[src/design/slab_pkg.sv]
`default_nettype none

package slab_pkg;

  // Width of the character count carried on every result.
  localparam int unsigned COUNT_W = 6;

  // Operation codes of an input item.
  localparam logic OP_RX   = 1'b0;
  localparam logic OP_READ = 1'b1;

  // Byte classes used by the receive filter.
  localparam logic [7:0] CHAR_CR  = 8'h0D;
  localparam logic [7:0] CHAR_LF  = 8'h0A;
  localparam logic [7:0] PRINT_LO = 8'h20;
  localparam logic [7:0] PRINT_HI = 8'h7E;

  // One input item.
  typedef struct packed {
    logic       opcode;
    logic [7:0] rx_byte;
    logic [7:0] read_size;
  } in_item_t;

  // One result item.
  typedef struct packed {
    logic [7:0]         char_out;
    logic               is_char;
    logic               line_given;
    logic [COUNT_W-1:0] char_count;
    logic               last;
  } out_item_t;

endpackage

`default_nettype wire

[src/design/slab_ram.sv]
`default_nettype none

// Simple dual-port memory: one write port, one read port with registered data.
module slab_ram #(
  parameter int unsigned WIDTH = 8,
  parameter int unsigned DEPTH = 64
) (
  input  wire logic                     clk,
  input  wire logic                     we,
  input  wire logic [$clog2(DEPTH)-1:0] waddr,
  input  wire logic [WIDTH-1:0]         wdata,
  input  wire logic                     re,
  input  wire logic [$clog2(DEPTH)-1:0] raddr,
  output logic      [WIDTH-1:0]         rdata
);

  logic [WIDTH-1:0] mem [DEPTH];

  // Write port.
  always_ff @(posedge clk) begin
    if (we) begin
      mem[waddr] <= wdata;
    end
  end

  // Read port; the data holds until the next read.
  always_ff @(posedge clk) begin
    if (re) begin
      rdata <= mem[raddr];
    end
  end

endmodule

`default_nettype wire

[src/design/serial_line_assembly_buffer_core.sv]
`default_nettype none

// Line assembly buffer for a serial receiver. On a receive item (opcode 0)
// printable bytes go into a ring of BUFFER_DEPTH entries (one kept free, so
// at most BUFFER_DEPTH-1 characters), CR and LF mark a line as ready when
// the ring is not empty, and everything else is dropped. A read item
// (opcode 1) gives one closing result when no line is ready. With a line
// ready it drains up to read_size-1 characters (no bound for a read_size of
// 0), one result each, then a closing result with the count. The character
// store is a memory with registered read data, and the drain sequencer
// waits for each read before it issues the next. No item is accepted while
// a read is being served.
module serial_line_assembly_buffer_core #(
  parameter int unsigned BUFFER_DEPTH = 64
) (
  input  wire logic                clk,
  input  wire logic                rst_n,
  input  wire logic                in_valid,
  output logic                     in_stall,
  input  wire slab_pkg::in_item_t  in_item,
  output logic                     out_valid,
  input  wire logic                out_stall,
  output slab_pkg::out_item_t      out_item
);

  localparam int unsigned PW = $clog2(BUFFER_DEPTH);
  localparam logic [PW-1:0] LAST_IDX = PW'(BUFFER_DEPTH - 1);

  typedef enum logic [1:0] {
    S_IDLE,
    S_CHECK,
    S_FETCH,
    S_CLOSE
  } state_t;

  state_t state_r, state_nxt;
  logic [PW-1:0] wp_r, wp_nxt;
  logic [PW-1:0] rp_r, rp_nxt;
  logic flag_r, flag_nxt;
  logic given_r, given_nxt;
  logic unlim_r, unlim_nxt;
  logic [7:0] limit_r, limit_nxt;
  logic [slab_pkg::COUNT_W-1:0] count_r, count_nxt;
  logic out_valid_r, out_valid_nxt;
  slab_pkg::out_item_t out_item_r, out_item_nxt;

  logic in_acc;
  logic slot_free;
  logic is_eol;
  logic is_print;
  logic [PW-1:0] wp_inc;
  logic [PW-1:0] rp_inc;
  logic ram_we;
  logic ram_re;
  logic [7:0] ram_rdata;
  logic under_limit;

  // Handshake helpers.
  assign in_stall  = (state_r != S_IDLE);
  assign in_acc    = in_valid && !in_stall;
  assign slot_free = !out_valid_r || !out_stall;
  assign out_valid = out_valid_r;
  assign out_item  = out_item_r;

  // Receive filter and ring pointer increments.
  assign is_eol   = (in_item.rx_byte == slab_pkg::CHAR_CR) ||
                    (in_item.rx_byte == slab_pkg::CHAR_LF);
  assign is_print = (in_item.rx_byte >= slab_pkg::PRINT_LO) &&
                    (in_item.rx_byte <= slab_pkg::PRINT_HI);
  assign wp_inc   = (wp_r == LAST_IDX) ? '0 : wp_r + 1'b1;
  assign rp_inc   = (rp_r == LAST_IDX) ? '0 : rp_r + 1'b1;

  // Store a character when the ring has room. Writes happen only in the idle
  // state and reads only while draining, so the two never meet in a cycle.
  assign ram_we = in_acc && (in_item.opcode == slab_pkg::OP_RX) && !is_eol &&
                  is_print && (wp_inc != rp_r);
  assign under_limit = unlim_r || ({2'b00, count_r} < limit_r);
  assign ram_re = (state_r == S_CHECK) && (rp_r != wp_r) && under_limit;

  slab_ram #(
    .WIDTH (8),
    .DEPTH (BUFFER_DEPTH)
  ) u_store (
    .clk   (clk),
    .we    (ram_we),
    .waddr (wp_r),
    .wdata (in_item.rx_byte),
    .re    (ram_re),
    .raddr (rp_r),
    .rdata (ram_rdata)
  );

  // Sequencer: next state, pointers and the output register.
  always_comb begin
    state_nxt     = state_r;
    wp_nxt        = wp_r;
    rp_nxt        = rp_r;
    flag_nxt      = flag_r;
    given_nxt     = given_r;
    unlim_nxt     = unlim_r;
    limit_nxt     = limit_r;
    count_nxt     = count_r;
    out_valid_nxt = out_valid_r && out_stall;
    out_item_nxt  = out_item_r;

    case (state_r)
      S_IDLE: begin
        if (in_acc) begin
          if (in_item.opcode == slab_pkg::OP_READ) begin
            given_nxt = flag_r;
            count_nxt = '0;
            unlim_nxt = (in_item.read_size == 8'd0);
            limit_nxt = in_item.read_size - 8'd1;
            state_nxt = flag_r ? S_CHECK : S_CLOSE;
          end else if (is_eol) begin
            if (wp_r != rp_r) begin
              flag_nxt = 1'b1;
            end
          end else if (ram_we) begin
            wp_nxt = wp_inc;
          end
        end
      end
      S_CHECK: begin
        state_nxt = ram_re ? S_FETCH : S_CLOSE;
      end
      S_FETCH: begin
        // The character read in the previous cycle waits here for a free slot.
        if (slot_free) begin
          out_valid_nxt           = 1'b1;
          out_item_nxt.char_out   = ram_rdata;
          out_item_nxt.is_char    = 1'b1;
          out_item_nxt.line_given = 1'b1;
          out_item_nxt.char_count = count_r + 1'b1;
          out_item_nxt.last       = 1'b0;
          count_nxt               = count_r + 1'b1;
          rp_nxt                  = rp_inc;
          state_nxt               = S_CHECK;
        end
      end
      S_CLOSE: begin
        if (slot_free) begin
          out_valid_nxt           = 1'b1;
          out_item_nxt.char_out   = 8'd0;
          out_item_nxt.is_char    = 1'b0;
          out_item_nxt.line_given = given_r;
          out_item_nxt.char_count = count_r;
          out_item_nxt.last       = 1'b1;
          flag_nxt                = 1'b0;
          state_nxt               = S_IDLE;
        end
      end
      default: begin
        state_nxt = S_IDLE;
      end
    endcase
  end

  // Control state and registered outputs.
  always_ff @(posedge clk) begin
    if (!rst_n) begin
      state_r     <= S_IDLE;
      wp_r        <= '0;
      rp_r        <= '0;
      flag_r      <= 1'b0;
      given_r     <= 1'b0;
      unlim_r     <= 1'b0;
      limit_r     <= 8'd0;
      count_r     <= '0;
      out_valid_r <= 1'b0;
    end else begin
      state_r     <= state_nxt;
      wp_r        <= wp_nxt;
      rp_r        <= rp_nxt;
      flag_r      <= flag_nxt;
      given_r     <= given_nxt;
      unlim_r     <= unlim_nxt;
      limit_r     <= limit_nxt;
      count_r     <= count_nxt;
      out_valid_r <= out_valid_nxt;
    end
  end

  // Result payload needs no reset.
  always_ff @(posedge clk) begin
    out_item_r <= out_item_nxt;
  end

  // A character result always belongs to a given line and never closes it.
  a_char_shape: assert property (@(posedge clk) disable iff (!rst_n)
    out_valid && out_item.is_char |->
      out_item.line_given && !out_item.last && (out_item.char_count != '0))
    else $error("character result with bad flags or zero count");

  // A read is in flight only while the ring holds characters.
  a_fetch_nonempty: assert property (@(posedge clk) disable iff (!rst_n)
    state_r == S_FETCH |-> rp_r != wp_r)
    else $error("store read issued on an empty ring");

  // Both pointers stay inside the ring.
  a_ptr_range: assert property (@(posedge clk) disable iff (!rst_n)
    (wp_r <= LAST_IDX) && (rp_r <= LAST_IDX))
    else $error("ring pointer out of range");

  // A closing result without a line reports no characters.
  a_close_empty: assert property (@(posedge clk) disable iff (!rst_n)
    out_valid && out_item.last && !out_item.line_given |->
      (out_item.char_count == '0) && !out_item.is_char)
    else $error("not-ready result carries data");

endmodule

`default_nettype wire
[config.mk]
export PLATFORM = sky130hd
export DESIGN_NAME = serial_line_assembly_buffer_core
export DESIGN_NICKNAME = d
export VERILOG_FILES = /design/src/design/slab_pkg.sv /design/src/design/slab_ram.sv /design/src/design/serial_line_assembly_buffer_core.sv
export SDC_FILE = /design/constraint.sdc
export NUM_CORES = 1
export LEC_CHECK = 0
export ABC_CLOCK_PERIOD_IN_PS = 5200
export BUFFER_PORTS_ARGS = -buffer_cell sky130_fd_sc_hd__clkbuf_2
export CELL_PAD_IN_SITES_DETAIL_PLACEMENT = 0
export CELL_PAD_IN_SITES_GLOBAL_PLACEMENT = 1
export CORE_MARGIN = 2
export CORE_UTILIZATION = 59
export DETAILED_ROUTE_END_ITERATION = 16
export PLACE_DENSITY = 0.93
export SETUP_SLACK_MARGIN = 0.15
export SYNTH_ARGS = -nofsm -noshare
export SYNTH_HDL_FRONTEND = slang
export SYNTH_HIERARCHICAL = 1
export SYNTH_SLANG_ARGS = --single-unit
export TNS_END_PERCENT = 20
[constraint.sdc]
create_clock -name clk -period 5.2 [get_ports clk]
set_input_delay 1.04 -clock clk [delete_from_list [all_inputs] [get_ports clk]]
set_output_delay 1.04 -clock clk [all_outputs]
set_load 0.1 [all_outputs]
Yosys cells after proc, flatten, opt, wreduce, memory -nomap -nowiden --
Memory sizes are Yosys's and may differ from the RTL's. A register that Yosys moved wholly into a read port is not among the register bits. Cells that the tools add are included.
Operators by class: add/sub/neg operators 4, magnitude comparators 3, equality and inequality tests 17, mux-type cells 26, bitwise operators 2, reduce and logical (&&, ||, !) cells 30
Operators with widths (count):
- $mux 17 | 2
- $pmux 17 s2 | 1
- $mux 6 | 5
- $add 6x1->6 const B | 3
- $ne 6x6->1 | 3
- $eq 8x4->1 const B | 2
- $ne 2x2->1 const B | 7
- $eq 6x6->1 const B | 2
- $pmux 6 s2 | 1
- $mux 1 | 10
- $mux 2 | 5
- $logic_and 1x1->1 | 9
- $ge 8x6->1 const B | 1
- $le 8x7->1 const B | 1
- $logic_not 8->1 | 1
- $lt 6x8->1 | 1
- $pmux 2 s4 | 1
- $reduce_and 4->1 | 2
- $reduce_bool 2->1 | 4
- $sub 8x1->8 const B | 1
- $reduce_and 3->1 | 2
- $reduce_and 6->1 | 1
- $reduce_and 5->1 | 1
- $eq 2x2->1 const B | 2
- 8 further kinds | 14
Word-level totals: flip-flop bits (word level) 49, memory bits (writable) 512, output and inout bits 19, word-level logic and storage cells 97, memories kept 1
Memories:
- u_store.mem | depth 64, width 8, read ports 1, clocked after memory_dff 1, write ports 1, line slab_ram.sv:17 | logic [WIDTH-1:0] mem [DEPTH];

Logic depth before layout (Yosys ltp) --
Gate-level depths: netlist of run 1.
depth in word-level cells 9, depth in mapped cells 10, mapped depth without buffers 9

Modules after synthesis --
Netlist of run 1, hierarchy kept.
By module, submodules not included:
- slab_ram | times used 1, cells an instance 940, area each 20246.9 µm², seq. area each 15615.0 µm²
- serial_line_assembly_buffer_core | times used 1, cells an instance 291, area each 2741.4 µm², seq. area each 1151.1 µm²

Worst setup path before layout of run 1 --
No wires, ideal clock.
path type input port to flip-flop, start input port in_item[16] in the netlist's numbering, end memory u_store.mem[62][0], enable pin, setup time 370 ps, arrival time 2968 ps, required time 4830 ps, setup slack 1861 ps, cell stages on the path 7, buffers on the path 0, cells stage by stage nor2_1 > nand3_1 > nor3_1 > a21boi_2 > nor2b_1 > nand3_1 > nor2_1
On the way: cells in the longest elaborated chain, start to end 7
Ends and longest elaborated chain:
- from (decl) | line serial_line_assembly_buffer_core.sv:20 | input wire slab_pkg::in_item_t in_item,
- $not 1->1 (no source line)
- $logic_and 1x1->1 (3 in a row) | line serial_line_assembly_buffer_core.sv:75 | assign ram_we = in_acc && (in_item.opcode == slab_pkg::OP_RX) && !is_eol &&
- $logic_and 1x1->1 | line serial_line_assembly_buffer_core.sv:76 | is_print && (wp_inc != rp_r);
- net ram_we | line serial_line_assembly_buffer_core.sv:53 | logic ram_we;
- $mux 1 | line slab_ram.sv:21 | if (we) begin
- $mux 1 (implied by the code) | line slab_ram.sv:22 | mem[waddr] <= wdata;
- to (decl) | line slab_ram.sv:17
The timed path passes the listed nets, and every way through them passes these cells.

Final worst setup path of run 1 --
start register wp_r[1], end memory u_store.mem[38][1], enable pin
On the way: cells in the longest elaborated chain, start to end 6
Ends and longest elaborated chain:
- from (decl) | line serial_line_assembly_buffer_core.sv:37 | logic [PW-1:0] wp_r, wp_nxt;
- from (signal assigned) | line serial_line_assembly_buffer_core.sv:173 | wp_r <= wp_nxt;
- $add 6x1->6 or $eq 6x6->1 (tied branches) | line serial_line_assembly_buffer_core.sv:70 | assign wp_inc = (wp_r == LAST_IDX) ? '0 : wp_r + 1'b1;
- $mux 6 * | line serial_line_assembly_buffer_core.sv:70
- $ne 6x6->1 * | line serial_line_assembly_buffer_core.sv:76
- $logic_and 1x1->1 * | line serial_line_assembly_buffer_core.sv:76
- net ram_we | line serial_line_assembly_buffer_core.sv:53
- $mux 1 * | line slab_ram.sv:21
- $mux 1 (implied by the code) * | line slab_ram.sv:22
The timed path passes the listed nets; every way through them passes the cells marked *.

==> summary.md, run 1 <==
| Metric | Value |
|---|---|
| Run status | `complete, no violations` |
| Clock H-tree levels | `2` |
| Hold Vio Cnt, Final | `0` |
| Die extent in y | `201 microns` |
| Share of async-settable or async-resettable flops after synthesis | `0` |
| Fraction of final layout cells with drive strength greater than 1 | `0.225` |
| Number of clock sinks | `569` |
| Core area | `38600 sq um` |
| Number of buffers inserted by post-CTS setup repair | `0` |
| DRT antenna net count | `0` |
| Setup TNS after final layout | `0 ns` |
| Most common cell after layout, fill and taps aside | `sky130_fd_sc_hd__edfxtp_1` |
| Kind of end point of the critical path | `flop` |
| Post-cts sizing count | `0` |
| TritonCTS clock tree | `built` |
| Source-to-sink clock delay at the later pin of the worst-skew pair | `0.62 ns` |
| Number of nets in the synthesized netlist | `1262` |
| Minimum setup slack in the final design | `1.06 ns` |
| Antenna violations before repair | `1` |
| Path type of the worst setup path | `reg2reg` |
| Aggregate global-route resource usage | `0.262` |
| Worst Max-Slew Pin Slew | `1.03 ns` |
| Std cell rows | `72` |
| Remaining global-route overflow | `0` |
| Via total after detailed routing | `12239` |
| Number of buffer cells added on primary ports | `39` |
| Clk pin slew, worst setup/hold paths | `0.06 ns` |
| Warnings from Yosys | `6` |
| Max Clock Skew | `0.0410 ns` |
| Startpoint type of the worst setup path | `flop` |
| Max transition margin | `0.310` |
| Largest driver fanout on the critical path | `17` |
| Data required time at the worst endpoint | `5.42 ns` |
| Number of detailed-route iterations in the first pass | `6` |
| Top flip-flop cell by instance count after synthesis | `sky130_fd_sc_hd__edfxtp_1` |
| Inserted Clock Buffers | `54` |
| Worst Path Arrival | `4.36 ns` |
| Number of distinct standard cells referenced by the synthesized netlist | `62` |
| Vias in the first global route | `12001` |
| Minimum setup slack after placement | `0.546 ns` |
| Library cell with the largest summed area after synthesis | `sky130_fd_sc_hd__edfxtp_1` |
| Clock Path Buffers | `3` |
| R2R setup slack | `1.06 ns` |
| Share of Yosys cell area claimed by the top area cell type | `0.701` |
| Final cell count without fillers | `1843` |
| RSZ-0062 raised after global routing | `false` |
| Count of flip-flops with a built-in enable after synthesis | `537` |
| Routed via count divided by cell count | `6.64` |
| Fmax | `241 MHz` |
| Pins Over Slew Limit | `0` |
| Pin count of the biggest net entering global routing | `76` |
| Number of hold buffers added after cts | `0` |
| Sequential fraction of the synthesis area | `0.729` |
| Dpl hpwl | `30.6 mm` |
| Routed wirelength normalized by instance count | `28.3 microns` |
| Mean cell area of the mapped netlist | `18.7 sq um` |
| # setup viols final | `0` |
| IO Count | `40` |
| Most area-consuming cells after synthesis | `sky130_fd_sc_hd__edfxtp_1 (70%), sky130_fd_sc_hd__mux4_2 (12%), sky130_fd_sc_hd__dfxtp_1 (2.8%), sky130_fd_sc_hd__nor2_1 (1.6%), sky130_fd_sc_hd__mux2i_1 (1.3%)` |
| Synthesized cell area | `23000 sq um` |
| DRC | `0` |
| Hold Crit Class | `reg2reg` |
| Peak ir drop on the vdd network | `0.249 mV` |
| Die outline area | `40600 sq um` |
| Fill count | `2443` |
| Effective utilization at floorplan | `0.596` |
| Commonest non-fill, non-tap cells in the layout | `sky130_fd_sc_hd__edfxtp_1 (537), sky130_fd_sc_hd__mux4_2 (126), sky130_fd_sc_hd__nor2_1 (100)` |
| Gate Count Post-Synth | `1231` |
| Period Utilization, post-route | `0.797` |
| Post-layout min period | `4.14 ns` |
| Global-route wire length before repair | `77.4 mm` |
| Total power per unit cell area | `385 nW/um^2` |
| Max-Cap Viols | `0` |
| Die width | `201 microns` |
| Post-synthesis register bit count | `569` |
| First-iteration detailed-routing DRC count | `1646` |
| RePlAce Congestion | `0.844` |
| Area grow syn2layout | `10.6%` |
| DRT Wirelength | `52.1 mm` |
| Number of cells in the design after placement | `1743` |
| Root Buffer Master | `sky130_fd_sc_hd__clkbuf_16` |
| Final #Nets | `1312` |
| Static leakage power | `7.84 nW` |
## cell families (layout without fill, tap and decap cells)
kind of cell / after synthesis / in the layout / synth area share
XOR/XNOR: 25 / 25 / 0.00985
buffers and inverters: 79 / 172 / 0.0194
flip-flops: 569 / 569 / 0.729
adder cells (fa/ha/maj): 10 / 10 / 0.00544
multiplexers: 170 / 170 / 0.143
other: 0 / 1 / 0
AND/OR/NAND/NOR: 268 / 268 / 0.0568
AO/OA/AOI/OAI: 110 / 110 / 0.0358
## layout make-up
cell class / instances / area [sq um] / share of cell area
antenna: 1 / 2.50 / 0.0000985
clock buffer: 61 / 1380 / 0.0542
tap: 518 / 648 / 0.0255
clock inverter: 38 / 417 / 0.0164
multi-input combinational: 583 / 5780 / 0.227
inverter: 14 / 52.6 / 0.00207
timing repair buffer: 59 / 358 / 0.0141
sequential: 569 / 16800 / 0.660
## report_power, final
group / switching (W) / internal (W) / leakage, nW / total (W)
registers: 0.0000333 / 0.00504 / 5.09 / 0.00508
clock network: 0.00167 / 0.00231 / 0.874 / 0.00398
logic: 0.000452 / 0.000276 / 1.88 / 0.000728
total: 0.00216 / 0.00762 / 7.84 / 0.00978
## synth_stat cells (4+ instances only)
cell                       instances
sky130_fd_sc_hd__buf_4            14
sky130_fd_sc_hd__o22ai_1           8
sky130_fd_sc_hd__o221ai_1          9
sky130_fd_sc_hd__xor2_1           10
sky130_fd_sc_hd__edfxtp_1        537
sky130_fd_sc_hd__clkbuf_1         23
sky130_fd_sc_hd__a22oi_1           4
sky130_fd_sc_hd__buf_1             5
sky130_fd_sc_hd__nand2_1          53
sky130_fd_sc_hd__a21oi_1          11
sky130_fd_sc_hd__nor2b_1          18
sky130_fd_sc_hd__inv_1            14
sky130_fd_sc_hd__nand3_1          22
sky130_fd_sc_hd__mux4_2          126
sky130_fd_sc_hd__mux2_2           15
sky130_fd_sc_hd__nand2b_1         15
sky130_fd_sc_hd__a31oi_1           6
sky130_fd_sc_hd__o21ai_0          17
sky130_fd_sc_hd__nand3b_1          4
sky130_fd_sc_hd__a211oi_1          6
sky130_fd_sc_hd__and2_1           16
sky130_fd_sc_hd__mux2i_1          29
sky130_fd_sc_hd__ha_1             10
sky130_fd_sc_hd__a221oi_1          6
sky130_fd_sc_hd__buf_6             6
sky130_fd_sc_hd__xnor2_1          14
sky130_fd_sc_hd__o211a_1           9
sky130_fd_sc_hd__nor4_1            5
sky130_fd_sc_hd__nor2_1          100
sky130_fd_sc_hd__buf_2            15
sky130_fd_sc_hd__nor3_1           11
sky130_fd_sc_hd__nand4_1           9
sky130_fd_sc_hd__dfxtp_1          32
## critical path, cell delays in order, from the launching register on
cell and delay, ns:
sky130_fd_sc_hd__dfxtp_1 0.68, sky130_fd_sc_hd__ha_1 0.53, sky130_fd_sc_hd__a21o_1 0.15, sky130_fd_sc_hd__nand3_1 0.08, sky130_fd_sc_hd__a31oi_1 0.24, sky130_fd_sc_hd__a21oi_2 0.10
sky130_fd_sc_hd__a21boi_2 0.41, sky130_fd_sc_hd__nor2b_1 0.30, sky130_fd_sc_hd__nand3_1 0.54, sky130_fd_sc_hd__nor2_1 0.74
## through the flow
stage	power, W	instance area [sq um]	hold slack, ns	utilization
global placement	0.00589	23600	0.474	0.613
floorplan	0.00571	23000	0.453	-
global route	0.0100	25400	0.512	0.659
CTS	0.00984	25400	0.498	0.659
detailed placement	0.00590	23600	0.486	0.613
finish	0.00978	25400	0.495	0.659
## per-layer routing
metal  global-route usage  vias up  routed length (microns)
met1                0.369     6232                    19800
met2                0.403      815                    24400
met3               0.0590      124                     5820
li1                     -     5068                        -
met5                    0        -                        0
met4                0.109        0                     2090
## registers in the layout, summed over array words and instances, names as in the netlist
register	count
unlim_r	1
out_valid	1
limit_r	8
u_store/mem	512
state_r	2
flag_r	1
u_store/rdata	8
count_r	6
wp_r	6
out_item	17
rp_r	6
given_r	1
## worst paths after layout
kind	start	endpoint	cells past startpoint
min	limit_r[7]$_SDFFE_PN0P_	limit_r[7]$_SDFFE_PN0P_	1
max reg2reg	wp_r[1]$_SDFFE_PN0P_	u_store/mem[38][1]$_DFFE_PP_	9
min reg2reg	limit_r[7]$_SDFFE_PN0P_	limit_r[7]$_SDFFE_PN0P_	1
max	wp_r[1]$_SDFFE_PN0P_	u_store/mem[38][1]$_DFFE_PP_	9
(Power assumes the default switching activity.)
==> run 2: changes to the inputs <==
--- a/config.mk
+++ b/config.mk
@@ -5,14 +5,14 @@
 export SDC_FILE = /design/constraint.sdc
 export NUM_CORES = 1
 export LEC_CHECK = 0
-export ABC_CLOCK_PERIOD_IN_PS = 5200
+export ABC_CLOCK_PERIOD_IN_PS = 4000
 export BUFFER_PORTS_ARGS = -buffer_cell sky130_fd_sc_hd__clkbuf_2
 export CELL_PAD_IN_SITES_DETAIL_PLACEMENT = 0
 export CELL_PAD_IN_SITES_GLOBAL_PLACEMENT = 1
 export CORE_MARGIN = 2
-export CORE_UTILIZATION = 59
+export CORE_UTILIZATION = 55
 export DETAILED_ROUTE_END_ITERATION = 16
-export PLACE_DENSITY = 0.93
+export PLACE_DENSITY = 0.88
 export SETUP_SLACK_MARGIN = 0.15
 export SYNTH_ARGS = -nofsm -noshare
 export SYNTH_HDL_FRONTEND = slang
==> constraint.sdc (replaced) <==
create_clock -name clk -period 4 [get_ports clk]
set_input_delay 0.8 -clock clk [delete_from_list [all_inputs] [get_ports clk]]
set_output_delay 0.8 -clock clk [all_outputs]
set_load 0.1 [all_outputs]
==> summary.md, run 2 (same netlist as run 1, synthesis figures left out) <==
| Metric | Value |
|---|---|
| Minimum setup slack after placement | `0.393 ns` |
| TritonCTS clock tree | `built` |
| Std cell rows | `74` |
| Final #Nets | `1340` |
| Most common cell after layout, fill and taps aside | `sky130_fd_sc_hd__edfxtp_1` |
| Run status | `complete, no violations` |
| Worst Path Arrival | `3.82 ns` |
| Number of hold buffers added after cts | `0` |
| Max transition margin | `0.291` |
| IO Count | `40` |
| Placed inst area | `23900 sq um` |
| Global-route wire length before repair | `76.1 mm` |
| R2R setup slack | `0.42 ns` |
| Path type of the worst setup path | `reg2reg` |
| Post-cts sizing count | `0` |
| Pin count of the biggest net entering global routing | `102` |
| Commonest non-fill, non-tap cells in the layout | `sky130_fd_sc_hd__edfxtp_1 (537), sky130_fd_sc_hd__mux4_2 (126), sky130_fd_sc_hd__nor2_1 (100)` |
| Area grow syn2layout | `11.9%` |
| Aggregate global-route resource usage | `0.237` |
| Die extent in y | `208 microns` |
| Number of cells in the design after placement | `1784` |
| Antenna violations before repair | `0` |
| DRT Wirelength | `50.7 mm` |
| Routed via count divided by cell count | `6.43` |
| Hold Crit Endpoint | `unlim_r$_SDFFE_PN0P_` |
| Count of antenna diodes in the layout | `0` |
| First-iteration detailed-routing DRC count | `1649` |
| Vias in the first global route | `11932` |
| Clock H-tree levels | `2` |
| Worst Max-Slew Pin Slew | `1.06 ns` |
| Fraction of final layout cells with drive strength greater than 1 | `0.244` |
| Number of buffer cells added on primary ports | `39` |
| Startpoint of the most critical hold path | `unlim_r$_SDFFE_PN0P_` |
| Max Clock Skew | `0.0153 ns` |
| # setup viols final | `0` |
| Total area of sequential cells | `16800 sq um` |
| Number of flip-flops under the largest register name | `512` |
| Total power per unit cell area | `499 nW/um^2` |
| Post-layout min period | `3.58 ns` |
| Hold Crit Class | `reg2reg` |
| Clock Path Buffers | `3` |
| Die outline area | `43400 sq um` |
| Root Buffer Master | `sky130_fd_sc_hd__clkbuf_16` |
| Hold Vio Cnt, Final | `0` |
| Number of clock sinks | `569` |
| Via total after detailed routing | `12146` |
| Footprint of the multi-input gates | `5780 sq um` |
| Crit Reg-Reg Endpoint | `u_store/mem[6][3]$_DFFE_PP_` |
| Dpl hpwl | `30.6 mm` |
| Die width | `208 microns` |
| Final cell count without fillers | `1888` |
| DRT antenna net count | `0` |
| Minimum setup slack in the final design | `0.423 ns` |
| Effective utilization at floorplan | `0.560` |
| Inserted Clock Buffers | `55` |
| Number of detailed-route iterations in the first pass | `5` |
| RePlAce Congestion | `0.825` |
| Peak ir drop on the vdd network | `0.400 mV` |
| Routed wirelength normalized by instance count | `26.9 microns` |
| Data required time at the worst endpoint | `4.24 ns` |
| Pins Over Slew Limit | `0` |
| Reg2reg path depth | `9` |
| Max-Cap Viols | `0` |
| RSZ-0062 raised after global routing | `false` |
| Setup TNS after final layout | `0 ns` |
| Remaining global-route overflow | `0` |
| Source-to-sink clock delay at the later pin of the worst-skew pair | `0.61 ns` |
| Worst Hold Depth | `2` |
| DRC | `0` |
| Period Utilization, post-route | `0.894` |
| Core area | `41000 sq um` |
| Static leakage power | `8.02 nW` |
| Clk pin slew, worst setup/hold paths | `0.06 ns` |
| Startpoint type of the worst setup path | `flop` |
| Largest driver fanout on the critical path | `19` |
| Fill count | `2694` |
| Number of buffers inserted by post-CTS setup repair | `0` |
| Register with the most flip-flops | `u_store/mem` |
| Origin of the critical flop-to-flop path | `wp_r[2]$_SDFFE_PN0P_` |
| Kind of end point of the critical path | `flop` |
| Worst Hold Margin | `0.489 ns` |
| Worst setup startpoint | `wp_r[2]$_SDFFE_PN0P_` |
| Fmax | `280 MHz` |
| Final cell area excluding filler cells | `25700 sq um` |
run 2: per-layer routing:
metal	GRT usage	wire [microns]	vias to the layer above
li1	-	-	5120
met1	0.344	20600	6294
met2	0.373	24500	655
met3	0.0405	4290	77
met4	0.0764	1280	0
met5	0	0	-
run 2: worst max-delay path: stages (launching register included):
cell and delay, ns:
sky130_fd_sc_hd__dfxtp_1 0.79, sky130_fd_sc_hd__nand3_2 0.21, sky130_fd_sc_hd__xor2_1 0.18, sky130_fd_sc_hd__o221ai_1 0.30
sky130_fd_sc_hd__nor4_4 0.12, sky130_fd_sc_hd__a21boi_2 0.15, sky130_fd_sc_hd__nor2b_1 0.20, sky130_fd_sc_hd__nand3_1 0.38
sky130_fd_sc_hd__buf_4 0.33, sky130_fd_sc_hd__nor2_1 0.53
run 2: area by class of cell:
type                    count  area share
inverters                  14     0.00204
well taps                 532      0.0259
flip-flops and latches    569       0.652
clock inverters            38      0.0149
clock buffers              66      0.0575
repair buffers             86      0.0228
multi-input cells         583       0.225
run 2: worst max path at each step:
| stage | end | slack (ns) |
|---|---|---|
| 2_1_floorplan | u_store/mem[62][0]$_DFFE_PP_ | 0.90 |
| 3_3_place_gp | u_store/mem[6][4]$_DFFE_PP_ | 0.46 |
| 3_5_place_dp | u_store/mem[14][7]$_DFFE_PP_ | 0.39 |
| 4_1_cts | u_store/mem[6][3]$_DFFE_PP_ | 0.46 |
| 5_1_grt | u_store/mem[62][0]$_DFFE_PP_ | 0.18 |
| 6_report | u_store/mem[6][3]$_DFFE_PP_ | 0.42 |
run 2: report_power, final:
part	leakage [nW]	switching [W]	total [W]	internal, W
sequential	5.09	0.0000477	0.00660	0.00655
combinational	2.02	0.000584	0.000957	0.000373
clock	0.908	0.00219	0.00529	0.00310
total	8.02	0.00282	0.0128	0.0100
run 2: through the flow:
step            util  total power [W]
6_report       0.627           0.0128
4_1_cts        0.627           0.0129
3_3_place_gp   0.582          0.00767
2_1_floorplan      -          0.00742
3_5_place_dp   0.582          0.00768
5_1_grt        0.627           0.0132
==> run 3: changes to the inputs <==
--- a/config.mk
+++ b/config.mk
@@ -6,7 +6,7 @@
 export NUM_CORES = 1
 export LEC_CHECK = 0
 export ABC_CLOCK_PERIOD_IN_PS = 4000
-export BUFFER_PORTS_ARGS = -buffer_cell sky130_fd_sc_hd__clkbuf_2
+export BUFFER_PORTS_ARGS = -buffer_cell sky130_fd_sc_hd__buf_4
 export CELL_PAD_IN_SITES_DETAIL_PLACEMENT = 0
 export CELL_PAD_IN_SITES_GLOBAL_PLACEMENT = 1
 export CORE_MARGIN = 2
==> summary.md, run 3 (same netlist as run 1, synthesis figures left out) <==
| Metric | Value |
|---|---|
| Routed via count divided by cell count | `6.37` |
| Startpoint type of the worst setup path | `flop` |
| Number of clock sinks | `569` |
| Remaining global-route overflow | `0` |
| Inserted Clock Buffers | `55` |
| Die outline area | `43400 sq um` |
| DRT Wirelength | `50.5 mm` |
| RePlAce Congestion | `0.852` |
| DRT antenna net count | `0` |
| Vias in the first global route | `12052` |
| First-iteration detailed-routing DRC count | `1354` |
| Path type of the worst setup path | `reg2reg` |
| DRC | `0` |
| Largest driver fanout on the critical path | `14` |
| Part of the total power dissipated in sequential elements | `0.523` |
| Final design utilization | `0.626` |
| Static leakage power | `7.96 nW` |
| Die width | `208 microns` |
| Logic gate share of total power | `0.078` |
| Aggregate global-route resource usage | `0.238` |
| Minimum setup slack in the final design | `0.370 ns` |
| Internal power | `0.00984 W` |
| Clk pin slew, worst setup/hold paths | `0.06 ns` |
| RSZ-0062 raised after global routing | `false` |
| Die extent in y | `208 microns` |
| Register with the most flip-flops | `u_store/mem` |
| Routed wirelength normalized by instance count | `26.9 microns` |
| Peak ir drop on the vdd network | `0.315 mV` |
| Most common cell after layout, fill and taps aside | `sky130_fd_sc_hd__edfxtp_1` |
| Commonest non-fill, non-tap cells in the layout | `sky130_fd_sc_hd__edfxtp_1 (537), sky130_fd_sc_hd__mux4_2 (126), sky130_fd_sc_hd__nor2_1 (100)` |
| Core area | `41000 sq um` |
| Clock Power Share | `0.400` |
| Number of buffer cells added on primary ports | `39` |
| Total power per unit cell area | `491 nW/um^2` |
| Net Switching | `0.00276 W` |
| Period Utilization, post-route | `0.908` |
| Hold Crit Class | `in2reg` |
| Area grow syn2layout | `11.6%` |
| Clock H-tree levels | `2` |
| Count of antenna diodes in the layout | `0` |
| Post-cts sizing count | `0` |
| Max Clock Skew | `0.00933 ns` |
| Fmax | `275 MHz` |
| IO Count | `40` |
| Hold Vio Cnt, Final | `0` |
| Setup TNS after final layout | `0 ns` |
| Kind of end point of the critical path | `flop` |
| R2R setup slack | `0.37 ns` |
| Number of flip-flops under the largest register name | `512` |
| Std cell rows | `74` |
| # setup viols final | `0` |
| Post-layout min period | `3.63 ns` |
| Number of detailed-route iterations in the first pass | `5` |
| Clock Path Buffers | `3` |
| Pin count of the biggest net entering global routing | `102` |
| Max transition margin | `0.291` |
| Switching Share | `0.219` |
| Final #Nets | `1334` |
| Fraction of final layout cells with drive strength greater than 1 | `0.235` |
| Global-route wire length before repair | `76.3 mm` |
| Pins Over Slew Limit | `0` |
| Antenna violations before repair | `0` |
| Max-Cap Viols | `0` |
| Worst Max-Slew Pin Slew | `1.06 ns` |
| Number of buffers inserted by post-CTS setup repair | `0` |
| Worst Path Arrival | `3.86 ns` |
| Via total after detailed routing | `11952` |
| Source-to-sink clock delay at the later pin of the worst-skew pair | `0.60 ns` |
| Root Buffer Master | `sky130_fd_sc_hd__clkbuf_16` |
| Number of hold buffers added after cts | `0` |
| TritonCTS clock tree | `built` |
| Minimum setup slack after placement | `0.345 ns` |
| Run status | `complete, no violations` |
| Data required time at the worst endpoint | `4.23 ns` |
| Effective utilization at floorplan | `0.560` |
| Dpl hpwl | `30.3 mm` |
run 3: cell types whose count changed in the layout (fill, tap and decap cells not counted), sizes merged:
cell / previous run / this run
clkbuf: 105 / 67
buf: 47 / 80
clkinvlp: 4 / 1
bufinv: 7 / 5
inv: 17 / 15
clkinv: 24 / 23
run 3: final cells by class:
type / count / area (sq um)
Inverter: 14 / 52.6
Multi-Input combinational cell: 583 / 5780
Clock inverter: 30 / 277
Clock buffer: 67 / 1460
Fill cell: 2765 / 15400
Timing Repair Buffer: 80 / 638
Sequential cell: 569 / 16800
Tap cell: 532 / 666
run 3: stage by stage:
step           total power [W]  area, sq um  instances  hold WS, ns
4_1_cts                 0.0127        25700       1875        0.450
2_1_floorplan          0.00742        23000       1231        0.453
3_5_place_dp           0.00770        23900       1778        0.488
3_3_place_gp           0.00768        23900       1778        0.477
5_1_grt                 0.0130        25700       1875        0.449
6_report                0.0126        25700       1875        0.474
run 3: power groups by stage:
stage	registers, W	logic [W]	clock network (W)
after floorplan	0.00682	0.000602	0
after global placement	0.00671	0.000969	0
after detailed placement	0.00671	0.000982	0
after CTS	0.00659	0.000985	0.00510
after global routing	0.00659	0.00104	0.00533
final	0.00659	0.000979	0.00504
run 3: worst max-delay path, stage by stage, from the launching register on:
cell and delay [ns]:
sky130_fd_sc_hd__dfxtp_1 0.66, sky130_fd_sc_hd__nand3_2 0.20, sky130_fd_sc_hd__xor2_1 0.18, sky130_fd_sc_hd__o221ai_1 0.26
sky130_fd_sc_hd__nor4_4 0.13, sky130_fd_sc_hd__a21boi_2 0.32, sky130_fd_sc_hd__nor2b_1 0.31, sky130_fd_sc_hd__nand2_1 0.45
sky130_fd_sc_hd__nor2_1 0.74
run 3: final timing paths:
kind	from	to	cells past startpoint
max	wp_r[2]$_SDFFE_PN0P_	u_store/mem[58][0]$_DFFE_PP_	8
min	in_item[15]	u_store/mem[32][7]$_DFFE_PP_	1
max reg2reg	wp_r[2]$_SDFFE_PN0P_	u_store/mem[58][0]$_DFFE_PP_	8
min reg2reg	unlim_r$_SDFFE_PN0P_	unlim_r$_SDFFE_PN0P_	2
run 3: metal layers:
| metal | routed length, microns | share of wire | GRT usage | vias to the layer above |
|---|---|---|---|---|
| li1 | - | - | - | 5103 |
| met1 | 19800 | 0.39 | 0.325 | 6148 |
| met2 | 24500 | 0.49 | 0.383 | 606 |
| met3 | 4560 | 0.090 | 0.0552 | 95 |
| met4 | 1570 | 0.031 | 0.0784 | 0 |
| met5 | 0 | 0 | 0 | - |
